--- src/sv/mpd_pkg.sv ---
// Shared types and codes for the MQTT PUBLISH deframer.
// No dependencies; imported by every module of the block.
package mpd_pkg;

  // Result kinds
  localparam logic [1:0] KIND_TOPIC   = 2'd0;
  localparam logic [1:0] KIND_PAYLOAD = 2'd1;
  localparam logic [1:0] KIND_END     = 2'd2;

  // End-marker status codes
  localparam logic [1:0] ST_DELIVERED = 2'd0;
  localparam logic [1:0] ST_PING      = 2'd1;
  localparam logic [1:0] ST_IGNORED   = 2'd2;
  localparam logic [1:0] ST_TRUNC     = 2'd3;

  // Header class of the current chunk
  localparam logic [1:0] CLS_NONE    = 2'd0;
  localparam logic [1:0] CLS_PUBLISH = 2'd1;
  localparam logic [1:0] CLS_PING    = 2'd2;
  localparam logic [1:0] CLS_OTHER   = 2'd3;

  // Fixed header fields
  localparam logic [7:0] TYPE_MASK     = 8'hF0;
  localparam logic [7:0] QOS_MASK      = 8'h06;
  localparam logic [7:0] TYPE_PUBLISH  = 8'h30;
  localparam logic [7:0] TYPE_PINGRESP = 8'hD0;

  // Depth of the command queue between front and back
  localparam int unsigned FifoDepth = 4;

  // One classified input byte: up to one data result plus an optional end marker.
  // Snapshot fields are shared by both results of the beat.
  typedef struct packed {
    logic        has_data;
    logic [1:0]  data_kind;
    logic [7:0]  data;
    logic        has_end;
    logic [1:0]  status;
    logic [1:0]  qos;
    logic [15:0] pay_len;
    logic [27:0] rem_len;
  } mpd_entry_t;

endpackage

--- src/sv/mpd_front.sv ---
// Front end: parses the byte stream and classifies each byte into a queue entry.
// Depends on mpd_pkg.
module mpd_front import mpd_pkg::*; #(
  parameter int unsigned MaxTopic = 64,
  parameter int unsigned ChunkMax = 256
) (
  input  logic       clk_i,
  input  logic       rst_ni,
  input  logic       accept_i,
  input  logic [7:0] rx_byte_i,
  input  logic       chunk_end_i,
  output logic       wr_en_o,
  output mpd_entry_t entry_o
);

  localparam int unsigned CntW = $clog2(ChunkMax + 1);

  localparam logic [2:0] PH_HEADER  = 3'd0;
  localparam logic [2:0] PH_LEN     = 3'd1;
  localparam logic [2:0] PH_TLEN_HI = 3'd2;
  localparam logic [2:0] PH_TLEN_LO = 3'd3;
  localparam logic [2:0] PH_TOPIC   = 3'd4;
  localparam logic [2:0] PH_PKTID   = 3'd5;
  localparam logic [2:0] PH_PAYLOAD = 3'd6;
  localparam logic [2:0] PH_IGNORE  = 3'd7;

  logic [2:0]      phase_q, phase_d;
  logic [27:0]     len_q, len_d;
  logic [2:0]      len_cnt_q, len_cnt_d;
  logic [15:0]     ttot_q, ttot_d;
  logic [15:0]     tseen_q, tseen_d;
  logic [1:0]      qos_q, qos_d;
  logic [1:0]      idskip_q, idskip_d;
  logic [15:0]     pay_q, pay_d;
  logic [1:0]      cls_q, cls_d;
  logic [CntW-1:0] chunk_q, chunk_d;

  logic        emit_data;
  logic [1:0]  emit_kind;
  logic [27:0] len_add;
  logic [2:0]  after_topic;
  logic [1:0]  status;

  assign after_topic = (qos_q != 2'd0) ? PH_PKTID : PH_PAYLOAD;

  always_comb begin
    unique case (len_cnt_q[1:0])
      2'd0:    len_add = {21'd0, rx_byte_i[6:0]};
      2'd1:    len_add = {14'd0, rx_byte_i[6:0], 7'd0};
      2'd2:    len_add = {7'd0, rx_byte_i[6:0], 14'd0};
      default: len_add = {rx_byte_i[6:0], 21'd0};
    endcase
  end

  always_comb begin
    phase_d   = phase_q;
    len_d     = len_q;
    len_cnt_d = len_cnt_q;
    ttot_d    = ttot_q;
    tseen_d   = tseen_q;
    qos_d     = qos_q;
    idskip_d  = idskip_q;
    pay_d     = pay_q;
    cls_d     = cls_q;
    chunk_d   = chunk_q;
    emit_data = 1'b0;
    emit_kind = KIND_TOPIC;

    // bytes past the chunk limit change nothing
    if (chunk_q < CntW'(ChunkMax)) begin
      chunk_d = chunk_q + 1'b1;
      unique case (phase_q)
        PH_HEADER: begin
          qos_d = 2'((rx_byte_i & QOS_MASK) >> 1);
          if ((rx_byte_i & TYPE_MASK) == TYPE_PUBLISH) begin
            cls_d   = CLS_PUBLISH;
            phase_d = PH_LEN;
          end else if ((rx_byte_i & TYPE_MASK) == TYPE_PINGRESP) begin
            cls_d   = CLS_PING;
            phase_d = PH_IGNORE;
          end else begin
            cls_d   = CLS_OTHER;
            phase_d = PH_IGNORE;
          end
        end
        PH_LEN: begin
          if (len_cnt_q < 3'd4) begin
            len_d     = len_q + len_add;
            len_cnt_d = len_cnt_q + 3'd1;
          end
          if (!rx_byte_i[7]) phase_d = PH_TLEN_HI;
        end
        PH_TLEN_HI: begin
          ttot_d  = {rx_byte_i, 8'h00};
          phase_d = PH_TLEN_LO;
        end
        PH_TLEN_LO: begin
          ttot_d   = {ttot_q[15:8], rx_byte_i};
          tseen_d  = 16'd0;
          idskip_d = 2'd0;
          phase_d  = ({ttot_q[15:8], rx_byte_i} != 16'd0) ? PH_TOPIC : after_topic;
        end
        PH_TOPIC: begin
          if (tseen_q < 16'(MaxTopic - 1)) emit_data = 1'b1;
          tseen_d = tseen_q + 16'd1;
          if ((tseen_q + 16'd1) >= ttot_q) phase_d = after_topic;
        end
        PH_PKTID: begin
          idskip_d = idskip_q + 2'd1;
          if ((idskip_q + 2'd1) >= 2'd2) phase_d = PH_PAYLOAD;
        end
        PH_PAYLOAD: begin
          pay_d     = pay_q + 16'd1;
          emit_data = 1'b1;
          emit_kind = KIND_PAYLOAD;
        end
        default: ;
      endcase
    end

    priority if (cls_d == CLS_PING) begin
      status = ST_PING;
    end else if (cls_d == CLS_PUBLISH) begin
      status = (phase_d == PH_PAYLOAD) ? ST_DELIVERED : ST_TRUNC;
    end else begin
      status = ST_IGNORED;
    end

    entry_o.has_data  = emit_data;
    entry_o.data_kind = emit_kind;
    entry_o.data      = rx_byte_i;
    entry_o.has_end   = chunk_end_i;
    entry_o.status    = status;
    entry_o.qos       = qos_d;
    entry_o.pay_len   = pay_d;
    entry_o.rem_len   = len_d;

    // end of chunk: back to header phase
    if (chunk_end_i) begin
      phase_d   = PH_HEADER;
      len_d     = '0;
      len_cnt_d = '0;
      ttot_d    = '0;
      tseen_d   = '0;
      qos_d     = '0;
      idskip_d  = '0;
      pay_d     = '0;
      cls_d     = CLS_NONE;
      chunk_d   = '0;
    end
  end

  assign wr_en_o = accept_i & (emit_data | chunk_end_i);

  always_ff @(posedge clk_i or negedge rst_ni) begin
    if (!rst_ni) begin
      phase_q   <= PH_HEADER;
      len_q     <= '0;
      len_cnt_q <= '0;
      ttot_q    <= '0;
      tseen_q   <= '0;
      qos_q     <= '0;
      idskip_q  <= '0;
      pay_q     <= '0;
      cls_q     <= CLS_NONE;
      chunk_q   <= '0;
    end else if (accept_i) begin
      phase_q   <= phase_d;
      len_q     <= len_d;
      len_cnt_q <= len_cnt_d;
      ttot_q    <= ttot_d;
      tseen_q   <= tseen_d;
      qos_q     <= qos_d;
      idskip_q  <= idskip_d;
      pay_q     <= pay_d;
      cls_q     <= cls_d;
      chunk_q   <= chunk_d;
    end
  end

endmodule

--- src/sv/mpd_fifo.sv ---
// Short command queue between the parsing front end and the result back end.
// Depends on mpd_pkg.
module mpd_fifo import mpd_pkg::*; (
  input  logic       clk_i,
  input  logic       rst_ni,
  input  logic       wr_en_i,
  input  mpd_entry_t wr_entry_i,
  output logic       full_o,
  input  logic       rd_en_i,
  output logic       rd_valid_o,
  output mpd_entry_t rd_entry_o
);

  localparam int unsigned PtrW = $clog2(FifoDepth);
  localparam int unsigned CntW = $clog2(FifoDepth + 1);

  mpd_entry_t      mem_q [FifoDepth];
  logic [PtrW-1:0] wptr_q, rptr_q;
  logic [CntW-1:0] cnt_q;

  assign full_o     = (cnt_q == CntW'(FifoDepth));
  assign rd_valid_o = (cnt_q != '0);
  assign rd_entry_o = mem_q[rptr_q];

  always_ff @(posedge clk_i) begin
    if (wr_en_i) mem_q[wptr_q] <= wr_entry_i;
  end

  always_ff @(posedge clk_i or negedge rst_ni) begin
    if (!rst_ni) begin
      wptr_q <= '0;
      rptr_q <= '0;
      cnt_q  <= '0;
    end else begin
      if (wr_en_i) wptr_q <= (wptr_q == PtrW'(FifoDepth - 1)) ? '0 : wptr_q + 1'b1;
      if (rd_en_i) rptr_q <= (rptr_q == PtrW'(FifoDepth - 1)) ? '0 : rptr_q + 1'b1;
      cnt_q <= cnt_q + CntW'(wr_en_i) - CntW'(rd_en_i);
    end
  end

endmodule

--- src/sv/mpd_back.sv ---
// Back end: expands queue entries into result beats held in an output register.
// Depends on mpd_pkg.
module mpd_back import mpd_pkg::*; (
  input  logic        clk_i,
  input  logic        rst_ni,
  input  logic        head_valid_i,
  input  mpd_entry_t  head_i,
  output logic        fifo_pop_o,
  input  logic        pop_i,
  output logic        out_valid_o,
  output logic [1:0]  kind_o,
  output logic [7:0]  data_o,
  output logic [1:0]  status_o,
  output logic [1:0]  qos_level_o,
  output logic [15:0] payload_length_o,
  output logic [27:0] remaining_length_o,
  output logic        is_final_o
);

  logic        out_valid_q, out_valid_d;
  logic        half_q, half_d;
  logic        load, take_data;
  logic [1:0]  kind_q, status_q, qos_q;
  logic [7:0]  data_q;
  logic [15:0] pay_q;
  logic [27:0] len_q;
  logic        fin_q;

  assign load      = head_valid_i & (~out_valid_q | pop_i);
  assign take_data = head_i.has_data & ~half_q;

  always_comb begin
    out_valid_d = out_valid_q;
    half_d      = half_q;
    fifo_pop_o  = 1'b0;
    if (load) begin
      out_valid_d = 1'b1;
      if (take_data && head_i.has_end) begin
        half_d = 1'b1;
      end else begin
        half_d     = 1'b0;
        fifo_pop_o = 1'b1;
      end
    end else if (pop_i) begin
      out_valid_d = 1'b0;
    end
  end

  always_ff @(posedge clk_i or negedge rst_ni) begin
    if (!rst_ni) begin
      out_valid_q <= 1'b0;
      half_q      <= 1'b0;
    end else begin
      out_valid_q <= out_valid_d;
      half_q      <= half_d;
    end
  end

  always_ff @(posedge clk_i) begin
    if (load) begin
      qos_q <= head_i.qos;
      pay_q <= head_i.pay_len;
      len_q <= head_i.rem_len;
      if (take_data) begin
        kind_q   <= head_i.data_kind;
        data_q   <= head_i.data;
        status_q <= ST_DELIVERED;
        fin_q    <= 1'b0;
      end else begin
        kind_q   <= KIND_END;
        data_q   <= 8'h00;
        status_q <= head_i.status;
        fin_q    <= 1'b1;
      end
    end
  end

  assign out_valid_o        = out_valid_q;
  assign kind_o             = kind_q;
  assign data_o             = data_q;
  assign status_o           = status_q;
  assign qos_level_o        = qos_q;
  assign payload_length_o   = pay_q;
  assign remaining_length_o = len_q;
  assign is_final_o         = fin_q;

  // split entry stays at the queue head until its end marker goes out
  a_half_holds_head: assert property (@(posedge clk_i) disable iff (!rst_ni)
    half_q |-> head_valid_i && head_i.has_end)
    else $error("split entry lost from queue head");

  a_half_after_data: assert property (@(posedge clk_i) disable iff (!rst_ni)
    $rose(half_q) |-> out_valid_q && !fin_q)
    else $error("split started without a data beat");

  a_final_is_end: assert property (@(posedge clk_i) disable iff (!rst_ni)
    out_valid_q && fin_q |-> kind_q == KIND_END && data_q == 8'h00)
    else $error("final beat is not a clean end marker");

  a_pop_needs_load: assert property (@(posedge clk_i) disable iff (!rst_ni)
    fifo_pop_o |-> head_valid_i && (!out_valid_q || pop_i))
    else $error("queue popped without loading a beat");

endmodule

--- src/sv/mqtt_publish_deframer_top.sv ---
// MQTT PUBLISH deframer: one received byte per beat in, topic/payload/end beats out.
// A result passes through the command queue and the output register to the ports; an
// end marker sharing its byte with a data beat follows that beat. Reset (rst_ni low,
// async) clears parser, queue and output valid flag. Throughput: one byte per cycle
// while the queue is not full; the 4-entry queue absorbs a two-result byte's second beat.
// Depends on mpd_pkg, mpd_front, mpd_fifo, mpd_back.
module mqtt_publish_deframer_top import mpd_pkg::*; #(
  parameter int unsigned MaxTopic = 64,   // topic bytes emitted: at most MaxTopic-1
  parameter int unsigned ChunkMax = 256   // bytes of a chunk that are parsed
) (
  input  logic        clk_i,
  input  logic        rst_ni,
  input  logic        push,
  output logic        full,
  input  logic [7:0]  rx_byte_i,
  input  logic        chunk_end_i,
  output logic        empty,
  input  logic        pop,
  output logic [1:0]  kind_o,
  output logic [7:0]  data_o,
  output logic [1:0]  status_o,
  output logic [1:0]  qos_level_o,
  output logic [15:0] payload_length_o,
  output logic [27:0] remaining_length_o,
  output logic        is_final_o
);

  logic       accept;       // input beat taken this cycle
  logic       wr_en;        // front pushes a classified entry
  mpd_entry_t wr_entry;
  logic       fifo_full;
  logic       head_valid;
  mpd_entry_t head;
  logic       fifo_pop;
  logic       out_valid;
  logic       out_pop;      // result beat taken this cycle

  // The front stalls only when the command queue is full.
  assign full    = fifo_full;
  assign accept  = push & ~fifo_full;
  assign empty   = ~out_valid;
  assign out_pop = pop & out_valid;

  // Parser: header, remaining length, topic length, topic, packet id, payload.
  mpd_front #(
    .MaxTopic (MaxTopic),
    .ChunkMax (ChunkMax)
  ) u_front (
    .clk_i       (clk_i),
    .rst_ni      (rst_ni),
    .accept_i    (accept),
    .rx_byte_i   (rx_byte_i),
    .chunk_end_i (chunk_end_i),
    .wr_en_o     (wr_en),
    .entry_o     (wr_entry)
  );

  // Decouples the parser from output back-pressure.
  mpd_fifo u_fifo (
    .clk_i      (clk_i),
    .rst_ni     (rst_ni),
    .wr_en_i    (wr_en),
    .wr_entry_i (wr_entry),
    .full_o     (fifo_full),
    .rd_en_i    (fifo_pop),
    .rd_valid_o (head_valid),
    .rd_entry_o (head)
  );

  // Turns each entry into one or two result beats.
  mpd_back u_back (
    .clk_i              (clk_i),
    .rst_ni             (rst_ni),
    .head_valid_i       (head_valid),
    .head_i             (head),
    .fifo_pop_o         (fifo_pop),
    .pop_i              (out_pop),
    .out_valid_o        (out_valid),
    .kind_o             (kind_o),
    .data_o             (data_o),
    .status_o           (status_o),
    .qos_level_o        (qos_level_o),
    .payload_length_o   (payload_length_o),
    .remaining_length_o (remaining_length_o),
    .is_final_o         (is_final_o)
  );

endmodule
--- config.mk ---
export PLATFORM = sky130hd
export DESIGN_NAME = mqtt_publish_deframer_top
export DESIGN_NICKNAME = d
export VERILOG_FILES = /design/src/sv/mpd_pkg.sv /design/src/sv/mpd_front.sv /design/src/sv/mpd_fifo.sv /design/src/sv/mpd_back.sv /design/src/sv/mqtt_publish_deframer_top.sv
export SDC_FILE = /design/constraint.sdc
export NUM_CORES = 1
export LEC_CHECK = 0
export ABC_AREA = 1
export BUFFER_PORTS_ARGS = -buffer_cell sky130_fd_sc_hd__buf_2
export CORE_AREA = 2 2 252 204
export CTS_CLUSTER_SIZE = 8
export DETAILED_ROUTE_END_ITERATION = 8
export DIE_AREA = 0 0 254 206
export GPL_TIMING_DRIVEN = 1
export PLACE_DENSITY_LB_ADDON = 0.2
export SYNTH_ARGS = -nofsm -noshare
export SYNTH_HDL_FRONTEND = slang
export SYNTH_HIERARCHICAL = 1
export SYNTH_SLANG_ARGS = --single-unit
export TNS_END_PERCENT = 20
--- constraint.sdc ---
create_clock -name clk_i -period 3.95 [get_ports clk_i]
set_input_delay 0.5925 -clock clk_i [delete_from_list [all_inputs] [get_ports clk_i]]
set_output_delay 0.5925 -clock clk_i [all_outputs]
set_load 0.05 [all_outputs]
==> impl_metrics.ini <==
[status]
status = completed

[die]
dieWidth_um = 254
die-area_mm2 = 0.05232
die_h_um = 206
ioPinCount = 74
num_rows = 74
initial_core_util = 0.4042
coreArea_mm2 = 0.05018

[logic_synthesis]
syn_area_per_cell_um2 = 9.096
ys_top_cells_by_area = edfxtp_1 (44%), dfrtp_1 (13%), nand2_1 (11%)
synth-simple-area-share = 0.2090
synth_xor_xnor_area_share = 0.01770
synth_seq_cells = 405
synth_compound_gate_area_share = 0.05076
synth_flop_cell = edfxtp_1
yosys_warnings = 6
syn_area_mm2 = 0.02028
synthArstFlopShare = 0.2617
synth_nets = 2302
synth_enable_flop_cells = 299
post-synth-top-area-cell = edfxtp_1
synth_top_family_by_area = simple AND/OR/NAND/NOR gates
netlist-cell-type-count = 50
synth.area.mux_share = 0.002467
synth_top_cell_area_share = 0.4426
synthCells = 2230
synthAdderAreaFrac = 0.03713
synth-seq-area-share = 0.5734

[place]
dp_slack_ns = 0.4715
port_buffers = 73
dp_hpwl_um = 33110
place_congestion = 0.8987
dpl_cell_area_mm2 = 0.02140

[power]
power.total_mw = 17.80
ir_drop_v = 0.0003120
powerDensity_mw_per_mm2 = 773.5
p_leak_nw = 10.85

[timing]
slew_violations = 0
hold_viol = 0
maxSlewHeadroom = 0.2972
grt_setup_unrepaired = no
setup_tns_ns = 0
setup_viol = 0
fmax_mhz = 287.3
worstMarginPinSlew_ns = 1.054
fin_crit_sh = 0.8812
layout_min_cycle_time_ns = 3.481
worst_clock_skew_ns = 0.02246
setup_slack_ns = 0.4692

[final_layout]
syn2layout_area_growth_pct = 13.46
finalInstanceArea_mm2 = 0.02301
drive_gt1_frac = 0.09211
final_common_cell = nand2_1
antenna_cells = 0
nFillCells = 4799
mostFrequentLayoutCells = nand2_1 (603), inv_1 (458), edfxtp_1 (299)
nets = 2386

[clocking]
cts_sinks = 405
cts_tree = built
hold_buffers = 0
numCtsBuffers = 56
htree_num_levels = 2
clockRootBuffer = clkbuf_16
cts.clk_slew.worst_paths_ns = 0.05
cts_setup_buffers = 0
cts_max_path_buffers = 3
cts_resized = 0
clk_latency_ns = 0.60

[critical_path]
reg2reg_to = u_fifo/mem_q[3][24]$_DFFE_PP_
cp.required_ns = 4.28
r2r_cells = 13
r2r_start = u_front/len_cnt_q[0]$_DFFE_PN0P_
path_max_fanout = 16
r2r_slack_ns = 0.47
start_kind = register
end_kind = register
critPathCapture = u_fifo/mem_q[3][24]$_DFFE_PP_
critPathKind = register to register
cp-startpoint = u_front/len_cnt_q[0]$_DFFE_PN0P_
arrival_ns = 3.81

[detailed_routing]
wirelength_um = 49700
ant_nets = 0
drt-wirelength-per-cell_um = 16.35
via_count = 14530
viasPerCell = 4.779
drc = 0
drt_iter0_markers = 1045
first_pass_iters = 7

[grt]
grtUsageTotal = 0.1946
grt_pass1_wl_um = 78070
grt_max_degree = 92
grt_pass1_vias = 13870
antenna_found_initial = 2
gr-total-overflow = 0

[job]
max_cap_violations = 0

[hold_path]
hold_path.class = input pin to async pin
[Yosys cell counts, types with 5 or more instances]
library cell / count
o21ai_1: 8
buf_2: 30
nor2_1: 80
nand2_1: 603
xor2_1: 30
nand4_1: 27
nor2_2: 12
o22ai_1: 26
nand3_1: 199
mux2i_1: 5
a21boi_0: 10
or2_2: 10
and2_1: 5
clkbuf_1: 16
xnor2_1: 11
inv_1: 462
edfxtp_1: 299
nor3_1: 31
ha_1: 57
dfrtp_1: 106
a21oi_1: 45
buf_4: 20
o21ai_0: 74
inv_2: 12
[flip-flops by register name (all words and copies together), names as in the netlist, 3 cells and up]
| signal | flops |
|---|---|
| u_front/phase_q | 3 |
| u_front/len_cnt_q | 3 |
| u_back/payload_length_o | 16 |
| u_back/data_o | 8 |
| u_front/pay_q | 16 |
| u_back/remaining_length_o | 28 |
| u_front/chunk_q | 9 |
| u_fifo/mem_q | 240 |
| u_front/tseen_q | 16 |
| u_front/ttot_q | 16 |
| u_fifo/cnt_q | 3 |
| u_front/len_q | 28 |
[worst min path at each step]
stage	startpoint	to	slack (ns)	cells after the start
after floorplan	rst_ni	u_back/half_q$_DFFE_PN0P_	0.30	0
after global placement	u_fifo/cnt_q[2]$_DFF_PN0_	u_fifo/cnt_q[2]$_DFF_PN0_	0.45	2
after detailed placement	u_fifo/cnt_q[2]$_DFF_PN0_	u_fifo/cnt_q[2]$_DFF_PN0_	0.47	2
after CTS	rst_ni	u_front/tseen_q[10]$_DFFE_PN0P_	0.12	1
after global routing	rst_ni	u_front/tseen_q[10]$_DFFE_PN0P_	0.17	1
final	rst_ni	u_front/tseen_q[10]$_DFFE_PN0P_	0.11	1
[cells by family (layout without fill, tap and decap cells)]
kind of cell | after synthesis | count (layout)
fa+ha+maj | 59 | 59
flops | 405 | 405
buf+inv | 550 | 676
other cells | 1 | 1
compound gates | 182 | 182
mux | 5 | 5
xor+xnor | 41 | 41
simple gates | 987 | 987
[layout make-up]
cell class              instances  area, um2  area share
repair buffers                101      678.2     0.02947
multi-input cells            1275       6445      0.2800
inverters                     475       1784     0.07753
flip-flops and latches        405      11640      0.5056
clock buffers                  98       1569     0.06817
well taps                     684      855.8     0.03719
clock inverters                 2      46.29    0.002012
[metrics by stage]
stage	hold slack, ns	instances	utilization
finish	0.1066	3040	0.4586
global route	0.1657	3040	0.4586
CTS	0.1189	3040	0.4586
detailed placement	0.4657	2940	0.4264
global placement	0.4540	2940	0.4264
floorplan	0.2969	2230	-
[per-layer routing]
metal	GRT usage	part of all wire
met5	0	0
met4	0.05651	0.022
met3	0.03186	0.053
met2	0.2907	0.42
met1	0.2907	0.50
[power breakdown]
part           switching, mW  leakage [nW]  internal [mW]
Clock                   1.75         0.764           2.65
Combinational           5.07          5.85           1.75
Sequential             0.392          4.23           6.18
[worst max-delay path, cell delays in order (launching register included)]
cell      delay (ns)
dfrtp_1         0.39
ha_1            0.50
nor3_1          0.16
ha_1            0.26
fa_1            0.49
nand3_1         0.11
nand2_1         0.14
nand2_1         0.09
nand2_1         0.17
nand3_1         0.19
nand3_1         0.09
nand2_1         0.06
nand2_1         0.09
a21boi_0        0.48
No activity file was read; power rests on OpenSTA's default activity.
